## config.mk

```make
export PLATFORM = sky130hd
export DESIGN_NAME = sha1_message_hasher_core
export DESIGN_NICKNAME = d
export VERILOG_FILES = /design/src/hdl/sha1_pkg.sv /design/src/hdl/sha1_message_hasher_core.sv
export SDC_FILE = /design/constraint.sdc
export NUM_CORES = 2
export LEC_CHECK = 0
export BUFFER_PORTS_ARGS = -buffer_cell sky130_fd_sc_hd__buf_2
export CAP_MARGIN = 10
export CELL_PAD_IN_SITES_DETAIL_PLACEMENT = 0
export CELL_PAD_IN_SITES_GLOBAL_PLACEMENT = 2
export CORE_MARGIN = 4
export CORE_UTILIZATION = 45
export CTS_BUF_LIST = sky130_fd_sc_hd__clkbuf_8
export CTS_CLUSTER_SIZE = 25
export DETAILED_ROUTE_END_ITERATION = 10
export PLACE_DENSITY_LB_ADDON = 0.08
export SKIP_LAST_GASP = 1
export SLEW_MARGIN = 5
export SYNTH_ARGS = -nofsm -noshare
export SYNTH_HDL_FRONTEND = slang
export SYNTH_SLANG_ARGS = --single-unit
```

## constraint.sdc

```tcl
create_clock -name i_clk -period 42.7 [get_ports i_clk]
set_clock_uncertainty 0.1 [all_clocks]
set_input_delay 2.135 -clock i_clk [delete_from_list [all_inputs] [get_ports i_clk]]
set_output_delay 2.135 -clock i_clk [all_outputs]
set_load 0.02 [all_outputs]
```

## src/hdl/sha1_pkg.sv

```systemverilog
// constants shared by the sha-1 hasher
`timescale 1ns / 1ps

package sha1_pkg;

    localparam int unsigned WORD_W   = 32;
    localparam int unsigned BLOCK_W  = 512;
    localparam int unsigned FILL_W   = 6;
    localparam int unsigned ROUNDS   = 80;
    localparam int unsigned DIG_WORDS = 5;

    localparam logic [31:0] H0_INIT = 32'h67452301;
    localparam logic [31:0] H1_INIT = 32'hEFCDAB89;
    localparam logic [31:0] H2_INIT = 32'h98BADCFE;
    localparam logic [31:0] H3_INIT = 32'h10325476;
    localparam logic [31:0] H4_INIT = 32'hC3D2E1F0;

    localparam logic [31:0] K_0 = 32'h5A827999;
    localparam logic [31:0] K_1 = 32'h6ED9EBA1;
    localparam logic [31:0] K_2 = 32'h8F1BBCDC;
    localparam logic [31:0] K_3 = 32'hCA62C1D6;

    localparam logic [7:0] PAD_BYTE = 8'h80;
    // fill level at which the length field starts
    localparam logic [5:0] LEN_START = 6'd56;
    localparam logic [5:0] FILL_LAST = 6'd63;
    localparam logic [2:0] MAX_BYTES = 3'd4;
    localparam logic [2:0] LAST_IDX  = 3'd4;
    localparam logic [6:0] LAST_ROUND = 7'd79;

endpackage

```

## src/hdl/sha1_message_hasher_core.sv

```systemverilog
// sha-1 hasher core: byte gathering, padding, iterative compression, digest out
`timescale 1ns / 1ps

// usage
//   input channel: i_valid / o_stall carry one transaction per message word
//   (i_data_word big-endian, i_byte_count 0..4, values above 4 act as 4,
//   i_end_of_message on the final word). output channel: o_valid / i_stall
//   carry the five digest words, o_word_index 0..4, o_last_word on the fifth.
// timing
//   o_stall is low only while the core is idle. after the accept cycle a
//   word's bytes go one byte per cycle into the block shift register,
//   paused while a block is compressed; an empty word has none. every
//   64th byte starts a compression: 80 rounds on the single round unit,
//   then the working variables fold into the chaining values one at a
//   time through one shared adder. on the final word padding and length go
//   in one byte per cycle, paused likewise (up to 64 bytes, 72 when an extra
//   block is needed), then the digest is offered one word per unstalled cycle.
// stall / reset
//   while i_stall is high the current digest word holds; the core stays
//   busy until the fifth word is taken, then reloads the initial chaining
//   values and clears the bit count. synchronous active-low reset puts the
//   core in idle with the initial chaining values and an empty block.
module sha1_message_hasher_core (
    input  logic        i_clk,
    input  logic        i_rst_n,
    input  logic        i_valid,
    output logic        o_stall,
    input  logic [31:0] i_data_word,
    input  logic [2:0]  i_byte_count,
    input  logic        i_end_of_message,
    output logic        o_valid,
    input  logic        i_stall,
    output logic [31:0] o_digest_word,
    output logic [2:0]  o_word_index,
    output logic        o_last_word
);

    typedef enum logic [2:0] {
        S_IDLE,
        S_BYTES,
        S_PAD,
        S_ZERO,
        S_LEN,
        S_COMP,
        S_FIN,
        S_OUT
    } t_state;

    t_state       r_state;
    t_state       r_resume;      // where to go once the block is compressed
    t_state       n_after_put;

    // block shift register, doubles as the message schedule window
    logic [511:0] r_blk;
    logic [5:0]   r_fill;
    logic [63:0]  r_bits;
    logic [31:0]  r_word;
    logic [2:0]   r_cnt;
    logic         r_last;
    logic [6:0]   r_round;
    logic [2:0]   r_idx;
    logic [31:0]  r_h [sha1_pkg::DIG_WORDS];
    logic [31:0]  r_a, r_b, r_c, r_d, r_e;

    logic         put_en;
    logic [7:0]   put_byte;
    logic [5:0]   n_fill;
    logic [2:0]   in_cnt;
    logic [31:0]  rnd_f, rnd_k, rnd_t, w_cur, w_new, w_mix;

    assign in_cnt = (i_byte_count > sha1_pkg::MAX_BYTES) ? sha1_pkg::MAX_BYTES : i_byte_count;
    assign n_fill = r_fill + 6'd1;

    // byte source and follow-on state for every byte-putting state
    always_comb begin
        put_en      = 1'b0;
        put_byte    = 8'h00;
        n_after_put = r_state;
        case (r_state)
            S_BYTES: begin
                put_en   = 1'b1;
                put_byte = r_word[31:24];
                if (r_cnt == 3'd1) begin
                    n_after_put = r_last ? S_PAD : S_IDLE;
                end else begin
                    n_after_put = S_BYTES;
                end
            end
            S_PAD, S_ZERO: begin
                put_en      = 1'b1;
                put_byte    = (r_state == S_PAD) ? sha1_pkg::PAD_BYTE : 8'h00;
                n_after_put = (n_fill == sha1_pkg::LEN_START) ? S_LEN : S_ZERO;
            end
            S_LEN: begin
                put_en      = 1'b1;
                put_byte    = r_bits[63:56];
                n_after_put = (r_fill == sha1_pkg::FILL_LAST) ? S_OUT : S_LEN;
            end
            default: begin
                put_en = 1'b0;
            end
        endcase
    end

    // round unit: schedule tap and one sha-1 round
    always_comb begin
        w_cur = r_blk[511:480];
        w_mix = r_blk[95:64] ^ r_blk[255:224] ^ r_blk[447:416] ^ r_blk[511:480];
        w_new = {w_mix[30:0], w_mix[31]};
        if (r_round < 7'd20) begin
            rnd_f = (r_b & r_c) | (~r_b & r_d);
            rnd_k = sha1_pkg::K_0;
        end else if (r_round < 7'd40) begin
            rnd_f = r_b ^ r_c ^ r_d;
            rnd_k = sha1_pkg::K_1;
        end else if (r_round < 7'd60) begin
            rnd_f = (r_b & r_c) | (r_b & r_d) | (r_c & r_d);
            rnd_k = sha1_pkg::K_2;
        end else begin
            rnd_f = r_b ^ r_c ^ r_d;
            rnd_k = sha1_pkg::K_3;
        end
        rnd_t = {r_a[26:0], r_a[31:27]} + rnd_f + r_e + rnd_k + w_cur;
    end

    always_ff @(posedge i_clk) begin
        if (!i_rst_n) begin
            r_state  <= S_IDLE;
            r_resume <= S_IDLE;
            r_fill   <= '0;
            r_bits   <= '0;
            r_round  <= '0;
            r_idx    <= '0;
            r_h[0]   <= sha1_pkg::H0_INIT;
            r_h[1]   <= sha1_pkg::H1_INIT;
            r_h[2]   <= sha1_pkg::H2_INIT;
            r_h[3]   <= sha1_pkg::H3_INIT;
            r_h[4]   <= sha1_pkg::H4_INIT;
        end else begin
            // common byte insertion path
            if (put_en) begin
                r_blk  <= {r_blk[503:0], put_byte};
                r_fill <= n_fill;
                if (r_fill == sha1_pkg::FILL_LAST) begin
                    r_state  <= S_COMP;
                    r_resume <= n_after_put;
                    r_round  <= '0;
                    r_a      <= r_h[0];
                    r_b      <= r_h[1];
                    r_c      <= r_h[2];
                    r_d      <= r_h[3];
                    r_e      <= r_h[4];
                end else begin
                    r_state <= n_after_put;
                end
            end
            case (r_state)
                S_IDLE: begin
                    if (i_valid) begin
                        r_word <= i_data_word;
                        r_cnt  <= in_cnt;
                        r_last <= i_end_of_message;
                        if (in_cnt != 3'd0) begin
                            r_state <= S_BYTES;
                        end else if (i_end_of_message) begin
                            r_state <= S_PAD;
                        end
                    end
                end
                S_BYTES: begin
                    r_word <= {r_word[23:0], 8'h00};
                    r_cnt  <= r_cnt - 3'd1;
                    r_bits <= r_bits + 64'd8;
                end
                S_LEN: begin
                    r_bits <= {r_bits[55:0], 8'h00};
                end
                S_COMP: begin
                    r_blk <= {r_blk[479:0], w_new};
                    r_a   <= rnd_t;
                    r_b   <= r_a;
                    r_c   <= {r_b[1:0], r_b[31:2]};
                    r_d   <= r_c;
                    r_e   <= r_d;
                    if (r_round == sha1_pkg::LAST_ROUND) begin
                        r_round <= '0;
                        r_state <= S_FIN;
                    end else begin
                        r_round <= r_round + 7'd1;
                    end
                end
                S_FIN: begin
                    // fold one working variable per cycle through the shared adder
                    r_h[0] <= r_h[1];
                    r_h[1] <= r_h[2];
                    r_h[2] <= r_h[3];
                    r_h[3] <= r_h[4];
                    r_h[4] <= r_h[0] + r_a;
                    r_a    <= r_b;
                    r_b    <= r_c;
                    r_c    <= r_d;
                    r_d    <= r_e;
                    r_e    <= r_a;
                    if (r_round == 7'(sha1_pkg::DIG_WORDS - 1)) begin
                        r_round <= '0;
                        r_state <= r_resume;
                    end else begin
                        r_round <= r_round + 7'd1;
                    end
                end
                S_OUT: begin
                    if (!i_stall) begin
                        if (r_idx == sha1_pkg::LAST_IDX) begin
                            r_idx   <= '0;
                            r_bits  <= '0;
                            r_state <= S_IDLE;
                            r_h[0]  <= sha1_pkg::H0_INIT;
                            r_h[1]  <= sha1_pkg::H1_INIT;
                            r_h[2]  <= sha1_pkg::H2_INIT;
                            r_h[3]  <= sha1_pkg::H3_INIT;
                            r_h[4]  <= sha1_pkg::H4_INIT;
                        end else begin
                            r_idx  <= r_idx + 3'd1;
                            r_h[0] <= r_h[1];
                            r_h[1] <= r_h[2];
                            r_h[2] <= r_h[3];
                            r_h[3] <= r_h[4];
                            r_h[4] <= r_h[0];
                        end
                    end
                end
                default: begin
                    // padding states are fully handled by the insertion path
                end
            endcase
        end
    end

    // ready only when idle; digest words come straight off the chaining registers
    assign o_stall       = (r_state != S_IDLE);
    assign o_valid       = (r_state == S_OUT);
    assign o_digest_word = r_h[0];
    assign o_word_index  = r_idx;
    assign o_last_word   = (r_idx == sha1_pkg::LAST_IDX);

`ifndef ASSERT_OFF
    // never ready for input while a digest is on offer
    a_no_overlap: assert property (@(posedge i_clk) disable iff (!i_rst_n)
        o_valid |-> o_stall)
        else $error("input ready while digest pending");

    // last flag tracks the word index
    a_last_idx: assert property (@(posedge i_clk) disable iff (!i_rst_n)
        o_valid |-> (o_last_word == (o_word_index == sha1_pkg::LAST_IDX)))
        else $error("last_word out of step with word_index");

    // after the fifth word is taken the core is idle again
    a_back_idle: assert property (@(posedge i_clk) disable iff (!i_rst_n)
        (o_valid && !i_stall && o_last_word) |=> !o_stall)
        else $error("core not idle after digest");

    // a digest word starts at index zero
    a_first_idx: assert property (@(posedge i_clk) disable iff (!i_rst_n)
        $rose(o_valid) |-> (o_word_index == 3'd0))
        else $error("digest did not start at word zero");
`endif

endmodule

```

==> impl_metrics.py <==
metrics = {
    "outcome": {
        "outcome": "finished, final reports clean",
    },
    "logic_synthesis": {
        "yosysTopAreaCell": "edfxtp_1",
        "syn_area_mm2": 0.0521,
        "synth_edf_count": 868,
        "syn_nets": 5566,
        "ys_seq_elements": 951,
        "syn_avg_cell_area_um2": 9.78,
        "seq_area_frac_synth_pct": 53.2,
        "synth_top_cell_area_share_pct": 50.0,
        "synth_warnings": 0,
        "synthArstFlopShare_pct": 0,
        "yosysUniqueCellTypes": 83,
        "syn_inst": 5329,
        "synth_area_leaders": "edfxtp_1 50%, nand2_1 12%, fa_1 4.6%, dfxtp_1 3.2%, a21oi_1 2.8%",
        "ys.flop_type": "edfxtp_1",
    },
    "sta": {
        "hold_viol_final": 0,
        "worst_pin_slew_ns": 1.16,
        "period_share_pct": 16.4,
        "fin_crit_ns": 7.02,
        "tns_ns": 0,
        "slew_headroom_pct": 22.6,
        "setup_viol": 0,
        "holdWs_ns": 0.389,
        "fmax_mhz": 142,
        "rsz0062_at_grt": "false",
        "slew_violations": 0,
    },
    "placed_design": {
        "dpl.hpwl_um": 92000,
        "dpl_cell_area_mm2": 0.0535,
        "place.gp.congestion": 0.865,
        "dp.cells": 6629,
        "port_buffers": 77,
    },
    "critical_path": {
        "crit_fanout": 20,
        "worstSetupPathType": "reg -> reg",
        "worst_setup_path_end_kind": "flop",
        "reg2reg_depth": 22,
        "r2r_start": "r_round[4]$_SDFFE_PN0P_",
        "timing.rr.end": "r_a[29]$_DFFE_PP_",
        "critPathArrivalTime_ns": 7.54,
        "startpoint_type": "flop",
        "rrSetupSlack_ns": 35.68,
        "required_ns": 43.22,
    },
    "clocking": {
        "insertion_delay_ns": 0.87,
        "h-tree-depth": 4,
        "postCtsHoldBufs": 0,
        "cts_inserted_buffers": 175,
        "post_cts_resized": 0,
        "clockRootBuffer": "clkbuf_8",
        "post-cts-setup-buffer-count": 0,
        "tritoncts": "built",
        "path_clk_slew_ns": 0.06,
        "clockBufferDepth": 3,
        "cts.sinks": 951,
    },
    "power": {
        "p_leak_nw": 22.2,
        "seq_power_share_pct": 52.8,
        "internal_power_mw": 1.53,
        "swShare_pct": 26.3,
        "clkPwrFrac_pct": 38.5,
        "powerDensity_mw_per_mm2": 36.7,
        "p_sw_uw": 546,
        "ir_drop_uv": 30.6,
        "power.total_mw": 2.07,
        "power_frac_comb_pct": 8.8,
    },
    "drt": {
        "drt-pass1-iter-count": 7,
        "vias_per_cell": 5.51,
        "ant_nets": 0,
        "drc": 0,
        "drt_iter0_drc": 3572,
        "wl_per_cell_um": 20.9,
        "dr_total_vias": 38168,
        "wl_um": 144000,
    },
    "floorplanning": {
        "io_pins": 78,
        "start_util_pct": 45.4,
        "fp.coreArea_mm2": 0.115,
        "fp.dieW_um": 348,
        "die_y_um": 348,
        "num_rows": 124,
        "die_area_mm2": 0.121,
    },
    "layout": {
        "final_cells": 6928,
        "design_area_mm2": 0.0565,
        "largest_register": "r_blk",
        "syn_to_final_growth_pct": 8.50,
        "top_regs": "r_blk (512), r_h (160), r_bits (61)",
        "largest_register_ffs": 512,
        "drive_gt1_share_pct": 9.25,
        "fin_nets": 5531,
    },
    "global_routing": {
        "grt_pass1_wl_um": 223000,
        "globalRouteOverflowTotal": 0,
        "grt_max_degree": 231,
        "first_global_vias": 37179,
        "grt_antenna_before_repair": 5,
        "grt_usage_pct": 23.6,
    },
    "worst_hold_path": {
        "hold_depth": 2,
        "holdCritStartpoint": "o_word_index[1]$_SDFFE_PN0P_",
        "min_to": "o_word_index[1]$_SDFFE_PN0P_",
        "hold_class": "reg -> reg",
    },
    "flow_run": {
        "maxCapViolCount": 0,
    },
}
[final cells by class]
| type | instances | area, µm² |
|---|---|---|
| multi-input cells | 3799 | 22100 |
| flip-flops and latches | 951 | 27700 |
| repair buffers | 127 | 823 |
| inverters | 240 | 906 |
| clock buffers | 185 | 2550 |
| fillers | 10861 | 58100 |
| diodes | 2 | 5.00 |
| clock inverters | 112 | 515 |
| well taps | 1512 | 1890 |
[stage by stage]
| step | setup WS [ns] | util (%) |
|---|---|---|
| 6_report | 35.68 | 49.3 |
| 5_1_grt | 35.31 | 49.3 |
| 4_1_cts | 35.75 | 49.3 |
| 3_5_place_dp | 35.78 | 46.6 |
| 3_3_place_gp | 35.93 | 46.6 |
| 2_1_floorplan | 17.59 | - |
[power groups by stage]
stage               logic [mW]  registers [mW]  clock network, mW
detailed placement       0.183            1.11                  0
global placement         0.182            1.11                  0
CTS                      0.184            1.09              0.823
floorplan                0.134            1.13                  0
finish                   0.182            1.09              0.797
global route             0.205            1.10              0.864
[cell families after synthesis]
group                    Yosys count  share of synthesized area, %
XOR/XNOR                         170                          2.86
AND/OR/NAND/NOR                 2364                          19.2
flip-flops                       951                          53.2
multiplexers                     144                          2.93
buffers and inverters            579                          4.54
AO/OA/AOI/OAI                    924                          10.8
adder cells (fa/ha/maj)          197                          6.48
[Yosys cell counts (36+ instances only)]
cell type,number
nor2b_1,70
mux2i_1,81
dfxtp_1,83
nand2b_1,65
inv_1,238
clkbuf_1,269
a21o_1,36
nor2_1,239
mux2_2,60
xor2_1,55
o21ai_0,190
nand2_1,1661
ha_1,76
or2_2,68
edfxtp_1,868
xnor2_1,115
a31oi_1,36
o22ai_1,201
nand3_1,83
fa_1,121
a21oi_1,292
[critical path, stage by stage, from the launching register on]
cell       delay [ns]
dfxtp_1          0.38
a41oi_1          0.28
buf_4            0.25
nand2_1          0.07
buf_4            0.25
inv_2            0.45
nor2_2           0.08
buf_4            0.26
a221oi_1         0.36
fa_1             0.50
fa_1             0.51
inv_1            0.05
ha_1             0.22
fa_1             0.41
a21o_1           0.19
a21oi_1          0.23
o21bai_1         0.11
a21oi_1          0.40
o21ai_0          0.38
o2bb2ai_1        0.28
o21ai_0          0.53
o21ai_0          0.16
a211o_1          0.30
[routing by layer]
| metal | track usage [%] | vias up | share of wire [%] |
|---|---|---|---|
| met5 | 0 | - | 0.014 |
| met4 | 7.84 | 2 | 3.0 |
| met3 | 4.95 | 230 | 6.4 |
| met2 | 35.5 | 1073 | 44 |
| met1 | 34.1 | 18511 | 47 |
| li1 | - | 18352 | - |
[worst max-delay path by stage]
stage                            start            endpoint  slack (ns)  depth (start not counted)
2_1_floorplan                  i_rst_n  r_blk[0]$_DFFE_PP_       17.59                          3
3_5_place_dp   r_round[4]$_SDFFE_PN0P_   r_a[29]$_DFFE_PP_       35.78                         22
5_1_grt        r_round[4]$_SDFFE_PN0P_   r_a[29]$_DFFE_PP_       35.31                         22
6_report       r_round[4]$_SDFFE_PN0P_   r_a[29]$_DFFE_PP_       35.68                         22
4_1_cts        r_round[4]$_SDFFE_PN0P_   r_a[29]$_DFFE_PP_       35.75                         22
3_3_place_gp   r_round[4]$_SDFFE_PN0P_   r_a[29]$_DFFE_PP_       35.93                         22
[cell usage in the layout, fill, tap and decap left out, types with 10 or more instances in the layout]
master	n
a221oi_1	10
mux2i_1	81
mux2_2	60
a31oi_1	36
nor3_1	33
o21bai_1	10
nor2b_1	70
nor4_1	12
nand2_1	1659
clkbuf_8	185
or2_2	68
buf_2	77
nor2_1	233
xor2_1	55
o21ai_0	190
ha_1	76
and2_1	19
a222oi_1	15
a21o_1	36
o31ai_1	11
edfxtp_1	868
nand4_1	21
a21oi_1	291
xnor2_1	115
fa_1	121
a22oi_1	19
nand3_1	81
a221o_1	15
nand2b_1	65
and3_1	31
dfxtp_1	80
buf_4	45
o22ai_1	201
clkinv_1	24
a211oi_1	13
inv_1	307
or3_1	24
No activity file was read; power rests on OpenSTA's default activity.
